`src/sv/mcrf_pkg.sv`:
```
// Types, codes and the CRC-16 step shared by the coil request framer.
`default_nettype none

package mcrf_pkg;

    localparam logic [1:0] CMD_READ_COILS    = 2'd0;
    localparam logic [1:0] CMD_WRITE_SINGLE  = 2'd1;
    localparam logic [1:0] CMD_WRITE_MULTI   = 2'd2;
    localparam logic [1:0] CMD_DATA_BYTE     = 2'd3;

    localparam logic [7:0] FC_READ_COILS     = 8'h01;
    localparam logic [7:0] FC_WRITE_SINGLE   = 8'h05;
    localparam logic [7:0] FC_WRITE_MULTI    = 8'h0F;

    localparam logic [15:0] COIL_ON          = 16'hFF00;
    localparam logic [15:0] COIL_OFF         = 16'h0000;
    localparam logic [15:0] CRC_INIT         = 16'hFFFF;
    localparam logic [15:0] CRC_POLY         = 16'hA001;

    localparam int unsigned HDR_BYTES        = 7;

    // Emitter job: literals, then optionally the two CRC bytes, or an error byte.
    typedef struct packed {
        logic [HDR_BYTES-1:0][7:0] data;
        logic [2:0]                nlit;
        logic                      tail;
        logic                      init;
        logic                      err;
    } job_t;

    function automatic logic [15:0] crc_add(input logic [15:0] crc_in, input logic [7:0] b);
        logic [15:0] c;
        c = crc_in ^ {8'h00, b};
        for (int i = 0; i < 8; i++) begin
            if (c[0]) begin
                c = (c >> 1) ^ CRC_POLY;
            end else begin
                c = c >> 1;
            end
        end
        return c;
    endfunction

endpackage

`default_nettype wire

```
`src/sv/mcrf_decoder.sv`:
```
// Command decoder: turns an input transaction into an emitter job and tracks data bytes due.
`default_nettype none

module mcrf_decoder
    import mcrf_pkg::*;
#(
    parameter int unsigned MAX_COILS = 256,
    parameter int unsigned LEFT_W    = 6
) (
    input  wire logic        aclk,
    input  wire logic        aresetn,
    input  wire logic        s_valid,
    output logic             s_ready,
    input  wire logic [1:0]  s_command,
    input  wire logic [7:0]  s_slave_address,
    input  wire logic [15:0] s_first_coil,
    input  wire logic [15:0] s_count_or_value,
    input  wire logic [7:0]  s_data_byte,
    output logic             job_valid,
    input  wire logic        job_ready,
    output job_t             job
);

    logic              job_valid_reg;
    job_t              job_reg;
    job_t              job_next;
    logic [LEFT_W-1:0] left_reg;
    logic [LEFT_W-1:0] left_next;
    logic [15:0]       value;
    logic [16:0]       nbytes_sum;
    logic [13:0]       nbytes;
    logic [7:0]        func_code;
    logic              bad_count;
    logic              accept;

    assign accept    = s_valid && s_ready;
    assign s_ready   = !job_valid_reg || job_ready;
    assign job_valid = job_valid_reg;
    assign job       = job_reg;

    assign nbytes_sum = {1'b0, s_count_or_value} + 17'd7;
    assign nbytes     = nbytes_sum[16:3];
    assign bad_count  = (s_count_or_value == 16'd0) ||
                        (s_count_or_value > 16'(MAX_COILS));

    always_comb begin
        value     = s_count_or_value;
        func_code = FC_READ_COILS;
        left_next = '0;
        job_next  = '0;
        case (s_command)
            CMD_DATA_BYTE: begin
                left_next = left_reg;
                if (left_reg == '0) begin
                    job_next.err = 1'b1;
                end else begin
                    left_next        = left_reg - LEFT_W'(1);
                    job_next.data[0] = s_data_byte;
                    job_next.nlit    = 3'd1;
                    job_next.tail    = (left_reg == LEFT_W'(1));
                end
            end
            default: begin
                case (s_command)
                    CMD_WRITE_SINGLE: begin
                        func_code = FC_WRITE_SINGLE;
                        value     = (s_count_or_value != 16'd0) ? COIL_ON : COIL_OFF;
                    end
                    CMD_WRITE_MULTI: func_code = FC_WRITE_MULTI;
                    default:         func_code = FC_READ_COILS;
                endcase
                job_next.data[0] = s_slave_address;
                job_next.data[1] = func_code;
                job_next.data[2] = s_first_coil[15:8];
                job_next.data[3] = s_first_coil[7:0];
                job_next.data[4] = value[15:8];
                job_next.data[5] = value[7:0];
                if (s_command == CMD_WRITE_MULTI) begin
                    if (bad_count) begin
                        job_next     = '0;
                        job_next.err = 1'b1;
                    end else begin
                        job_next.data[6] = nbytes[7:0];
                        job_next.nlit    = 3'd7;
                        job_next.init    = 1'b1;
                        left_next        = nbytes[LEFT_W-1:0];
                    end
                end else begin
                    job_next.nlit = 3'd6;
                    job_next.tail = 1'b1;
                    job_next.init = 1'b1;
                end
            end
        endcase
    end

    always_ff @(posedge aclk) begin
        if (!aresetn) begin
            job_valid_reg <= 1'b0;
            left_reg      <= '0;
        end else begin
            if (accept) begin
                job_valid_reg <= 1'b1;
                left_reg      <= left_next;
            end else if (job_ready) begin
                job_valid_reg <= 1'b0;
            end
        end
    end

    always_ff @(posedge aclk) begin
        if (accept) begin
            job_reg <= job_next;
        end
    end

endmodule

`default_nettype wire

```
`src/sv/mcrf_emitter.sv`:
```
// Byte emitter: one byte per cycle unless stalled; folds bytes into the CRC and drives the output register.
`default_nettype none

module mcrf_emitter
    import mcrf_pkg::*;
(
    input  wire logic       aclk,
    input  wire logic       aresetn,
    input  wire logic       job_valid,
    output logic            job_ready,
    input  wire job_t       job,
    output logic            m_valid,
    input  wire logic       m_ready,
    output logic [7:0]      m_frame_byte,
    output logic            m_frame_end,
    output logic            m_error
);

    job_t        cur_reg;
    logic [3:0]  pos_reg;
    logic [3:0]  pos_next;
    logic        active_reg;
    logic        active_next;
    logic [15:0] crc_reg;
    logic [15:0] crc_next;
    logic        out_valid_reg;
    logic [7:0]  out_byte_reg;
    logic        out_end_reg;
    logic        out_err_reg;

    logic        slot_free;
    logic        take;
    logic        emit_en;
    job_t        src;
    logic [3:0]  p;
    logic [3:0]  total;
    logic [3:0]  nlit_w;
    logic [15:0] base;
    logic [7:0]  byte_next;
    logic        end_next;
    logic        is_lit;

    assign slot_free = !out_valid_reg || m_ready;
    assign job_ready = slot_free && !active_reg;
    assign take      = job_ready && job_valid;
    assign emit_en   = slot_free && (active_reg || job_valid);

    always_comb begin
        src    = take ? job : cur_reg;
        p      = take ? 4'd0 : pos_reg;
        base   = (take && job.init) ? CRC_INIT : crc_reg;
        nlit_w = {1'b0, src.nlit};
        total  = src.err ? 4'd1 : (nlit_w + (src.tail ? 4'd2 : 4'd0));
        is_lit = !src.err && (p < nlit_w);
        end_next = 1'b0;
        if (src.err) begin
            byte_next = 8'h00;
            end_next  = 1'b1;
        end else if (is_lit) begin
            byte_next = src.data[p[2:0]];
        end else if (p == nlit_w) begin
            byte_next = base[7:0];
        end else begin
            byte_next = base[15:8];
            end_next  = 1'b1;
        end
        crc_next    = is_lit ? crc_add(base, byte_next) : crc_reg;
        pos_next    = p + 4'd1;
        active_next = (pos_next != total);
    end

    always_ff @(posedge aclk) begin
        if (!aresetn) begin
            active_reg    <= 1'b0;
            pos_reg       <= '0;
            crc_reg       <= CRC_INIT;
            out_valid_reg <= 1'b0;
        end else begin
            if (emit_en) begin
                active_reg    <= active_next;
                pos_reg       <= pos_next;
                crc_reg       <= crc_next;
                out_valid_reg <= 1'b1;
            end else if (m_ready) begin
                out_valid_reg <= 1'b0;
            end
        end
    end

    always_ff @(posedge aclk) begin
        if (take) begin
            cur_reg <= job;
        end
        if (emit_en) begin
            out_byte_reg <= byte_next;
            out_end_reg  <= end_next;
            out_err_reg  <= src.err;
        end
    end

    assign m_valid      = out_valid_reg;
    assign m_frame_byte = out_byte_reg;
    assign m_frame_end  = out_end_reg;
    assign m_error      = out_err_reg;

endmodule

`default_nettype wire

```
`src/sv/modbus_coil_request_framer_core.sv`:
```
// Top level of the Modbus RTU coil request framer.
//
// Input channel (s_*): one command per transaction. Commands 0 and 1 give a
// complete eight-byte frame with CRC; command 2 gives the seven-byte header of
// a write multiple coils frame, and each following command 3 gives one data
// byte, the last of them followed by the CRC low and high bytes. A bad coil
// count or an unexpected data byte gives a single error byte instead.
// Output channel (m_*): one frame byte per transaction, in send order;
// m_frame_end marks the last byte of a frame or an error byte.
// The first byte of a command is registered in the decoder job register and
// then in the emitter output register before it is offered.
// Throughput: the emitter sends one byte per cycle while the output is not
// stalled. A command gives eight output bytes for a full frame, seven for a
// multiple-coil header, one per data byte and three for the last.
// The decoder register takes the next command while the emitter works.
// Reset clears all pending work, the byte count due and the CRC.
// When the receiver stalls, the output byte holds and the emitter and then
// the input channel stop in turn; nothing is lost.
`default_nettype none

module modbus_coil_request_framer_core
    import mcrf_pkg::*;
#(
    parameter int unsigned MAX_COILS = 256
) (
    input  wire logic        aclk,
    input  wire logic        aresetn,
    input  wire logic        s_valid,
    output logic             s_ready,
    input  wire logic [1:0]  s_command,
    input  wire logic [7:0]  s_slave_address,
    input  wire logic [15:0] s_first_coil,
    input  wire logic [15:0] s_count_or_value,
    input  wire logic [7:0]  s_data_byte,
    output logic             m_valid,
    input  wire logic        m_ready,
    output logic [7:0]       m_frame_byte,
    output logic             m_frame_end,
    output logic             m_error
);

    localparam int unsigned LEFT_W = $clog2((MAX_COILS + 7) / 8 + 1);

    logic job_valid;
    logic job_ready;
    job_t job;

    mcrf_decoder #(
        .MAX_COILS (MAX_COILS),
        .LEFT_W    (LEFT_W)
    ) u_decoder (
        .aclk             (aclk),
        .aresetn          (aresetn),
        .s_valid          (s_valid),
        .s_ready          (s_ready),
        .s_command        (s_command),
        .s_slave_address  (s_slave_address),
        .s_first_coil     (s_first_coil),
        .s_count_or_value (s_count_or_value),
        .s_data_byte      (s_data_byte),
        .job_valid        (job_valid),
        .job_ready        (job_ready),
        .job              (job)
    );

    mcrf_emitter u_emitter (
        .aclk         (aclk),
        .aresetn      (aresetn),
        .job_valid    (job_valid),
        .job_ready    (job_ready),
        .job          (job),
        .m_valid      (m_valid),
        .m_ready      (m_ready),
        .m_frame_byte (m_frame_byte),
        .m_frame_end  (m_frame_end),
        .m_error      (m_error)
    );

endmodule

`default_nettype wire

```
`config.mk`:
```
export PLATFORM = sky130hd
export DESIGN_NAME = modbus_coil_request_framer_core
export DESIGN_NICKNAME = d
export VERILOG_FILES = /design/src/sv/mcrf_pkg.sv /design/src/sv/mcrf_decoder.sv /design/src/sv/mcrf_emitter.sv /design/src/sv/modbus_coil_request_framer_core.sv
export SDC_FILE = /design/constraint.sdc
export NUM_CORES = 1
export LEC_CHECK = 0
export BUFFER_PORTS_ARGS = -buffer_cell sky130_fd_sc_hd__buf_2
export CORE_ASPECT_RATIO = 1.25
export CORE_MARGIN = 10
export CORE_UTILIZATION = 40
export DETAILED_ROUTE_END_ITERATION = 8
export HOLD_SLACK_MARGIN = 0.03
export PLACE_DENSITY_LB_ADDON = 0.25
export SYNTH_ARGS = -nofsm -noshare
export SYNTH_HDL_FRONTEND = slang
export SYNTH_HIERARCHICAL = 1
export SYNTH_SLANG_ARGS = --single-unit
```
`constraint.sdc`:
```
create_clock -name aclk -period 11.1 [get_ports aclk]
set_input_delay 0.555 -clock aclk [delete_from_list [all_inputs] [get_ports aclk]]
set_output_delay 0.555 -clock aclk [all_outputs]
set_load 0.02 [all_outputs]
```
==> impl_metrics.env <==
export IMPL_syn_area_um2=7620
export IMPL_drive_above_1_share_pct=17.1
export IMPL_core_area_um2=18800
export IMPL_vias=5830
export IMPL_antenna_found_initial=0
export IMPL_gr_total_overflow=0
export IMPL_ir_worst_vdd_v=0.000123
export IMPL_ys_async_sr_fraction_pct=0
export IMPL_worstSetupPathType="reg -> reg"
export IMPL_arrival_ps=4810
export IMPL_cp_required_ps=11380
export IMPL_syn_avg_cell_area_um2=9.32
export IMPL_cts_resized=0
export IMPL_path_clk_slew_ps=60
export IMPL_cts_buffers=17
export IMPL_die_area_um2=25000
export IMPL_cts_setup_buffers=0
export IMPL_row_count=56
export IMPL_crit_path_start="u_emitter/m_valid"
export IMPL_fin_nets=916
export IMPL_grt_pass1_wl_um=29900
export IMPL_reg2reg_from="u_emitter/m_valid"
export IMPL_finalMaxSlewViolations=0
export IMPL_fmax_ghz=0.221
export IMPL_area_growth_pct=12.6
export IMPL_die_h_um=174
export IMPL_hpwlAfterDp_um=12700
export IMPL_period_share_pct=40.8
export IMPL_start_util_pct=40.6
export IMPL_fin_crit_ps=4530
export IMPL_fin_hold_ws_ps=386
export IMPL_layout_common_cells="nand2_1 (249), dfxtp_1 (90), buf_2 (65)"
export IMPL_tns_ps=0
export IMPL_cap_violations=0
export IMPL_end_kind="flop"
export IMPL_skew_ps=8.76
export IMPL_finalWorstSetupSlack_ps=6570
export IMPL_gp_congestion=0.887
export IMPL_drc=0
export IMPL_grt_pass1_vias=5727
export IMPL_n_antenna_cell=0
export IMPL_drt_first_pass_iters=7
export IMPL_die_w_um=143
export IMPL_cts_root_buf="clkbuf_16"
export IMPL_comb_power_share_pct=30.8
export IMPL_seq_area_frac_synth_pct=48.9
export IMPL_yosys_warnings=6
export IMPL_via_per_inst=5.30
export IMPL_p_per_area_nw_per_um2=234
export IMPL_cp_max_fo=69
export IMPL_hold_buffers=0
export IMPL_io_pins=66
export IMPL_fillCellCount=1865
export IMPL_worst_pin_slew_ps=1050
export IMPL_hp_class="in -> reg"
export IMPL_synth_edff_count=64
export IMPL_synth_ff_type="dfxtp_1"
export IMPL_drt_iter0_markers=454
export IMPL_relSlewSlack_pct=29.8
export IMPL_dp_slack_ps=6330
export IMPL_hp_start="s_valid"
export IMPL_p_int_mw=1.35
export IMPL_track_usage_pct=14.9
export IMPL_largest_reg_flops=61
export IMPL_final_common_cell="nand2_1"
export IMPL_hold_violations=0
export IMPL_pwr_share_clk_pct=30.3
export IMPL_rsz0062_at_grt="no"
export IMPL_grt_max_degree=70
export IMPL_wl_per_cell_um=16.6
export IMPL_clockBufferDepth=2
export IMPL_drt_wl_total_um=18300
export IMPL_ys_ff_latch=154
export IMPL_finalSetupViolations=0
export IMPL_io_buffer_count=65
export IMPL_tritoncts="built"
export IMPL_seqPwrFrac_pct=38.8
export IMPL_status="finished clean"
export IMPL_switching_share_pct=32.7
export IMPL_p_sw_mw=0.657
export IMPL_ant_nets=0
export IMPL_total_leakage_power_nw=3.57
export IMPL_syn_inst=818
export IMPL_setup_worst_path_start_class="flop"
export IMPL_cts_max_level=4
export IMPL_cts_sinks=154
export IMPL_synth_cell_type_count=81
export IMPL_insertion_delay_ps=430
path summary, 6_finish.rpt:
check | cells past startpoint | to | slack (ps)
worst min-delay path | 3 | u_decoder/job_valid | 390
worst min register to register | 2 | u_emitter/cur_reg[61] | 430
worst max-delay path | 15 | u_emitter/crc_reg[15] | 6570
worst max register to register | 15 | u_emitter/crc_reg[15] | 6570
metal layers:
metal  vias to the layer above  wire, um  track usage, %  share of wire (%)
met4                         0       430            6.05                2.3
met1                      2697      8150            18.6                 45
met2                       171      8940            24.4                 49
met3                        36       795            3.14                4.3
li1                       2926         -               -                  -
met5                         -         0               0                  0
cell usage after synthesis (all sizes together), types with 5 or more instances:
library cell	count	share of area, %
inv	12	0.62
a211oi	7	0.85
dfxtp	90	24
and2	30	2.5
nor2b	8	0.66
a211o	5	0.57
mux2	15	2.2
nand2b	10	0.92
clkbuf	16	0.79
o21a	5	0.49
nor2	27	1.4
xor2	14	1.7
o21ai	27	1.8
nand2	250	12
nand3	15	0.98
o22ai	14	1.1
xnor2	14	1.9
buf	41	3.8
mux2i	7	0.92
nor3	10	0.87
ha	6	0.98
o221a	8	1.2
a21oi	27	1.8
a31oi	15	1.4
nor3b	5	0.56
edfxtp	64	25
o31ai	5	0.56
o211ai	16	1.7
cells by family after synthesis:
kind of cell,synth area share (%)
adder cells (fa/ha/maj),0.985
other,0.0492
multiplexers,3.43
buffers and inverters,5.20
flip-flops,48.9
XOR/XNOR,3.61
AND/OR/NAND/NOR,22.8
AO/OA/AOI/OAI,15.0
per-stage QoR:
stage               util [%]  cell area, um^2  total power [mW]  std cells
finish                  45.7             8580              2.01       1101
detailed placement      42.4             7960              1.41       1069
global route            45.7             8580              2.12       1101
floorplan                  -             7640              1.28        823
CTS                     45.7             8580              2.02       1101
global placement        42.4             7960              1.40       1069
power groups by stage:
stage | Clock [mW] | Sequential (mW) | Combinational (mW)
6_report | 0.608 | 0.779 | 0.618
5_1_grt | 0.645 | 0.792 | 0.686
4_1_cts | 0.621 | 0.780 | 0.617
2_1_floorplan | 0 | 0.777 | 0.498
3_5_place_dp | 0 | 0.791 | 0.614
3_3_place_gp | 0 | 0.790 | 0.609
critical path: stages (launching register included):
cell	delay, ps
dfxtp_1	330
and2b_2	250
nor2_4	100
buf_4	580
mux2i_1	380
inv_1	100
ha_1	280
nand2_1	110
o31ai_2	850
nor2_1	120
a21oi_1	220
o211ai_1	180
xnor2_1	410
xnor2_2	200
xnor2_1	170
o211ai_2	90
area by class of cell:
type	count	area (um^2)	area share, %
well taps	232	290	3.38
flip-flops and latches	154	3720	43.4
repair buffers	71	370	4.32
inverters	12	47.5	0.554
clock buffers	21	450	5.25
multi-input cells	600	3530	41.1
clock inverters	11	170	1.98
Power figures use the tool's default switching activity.
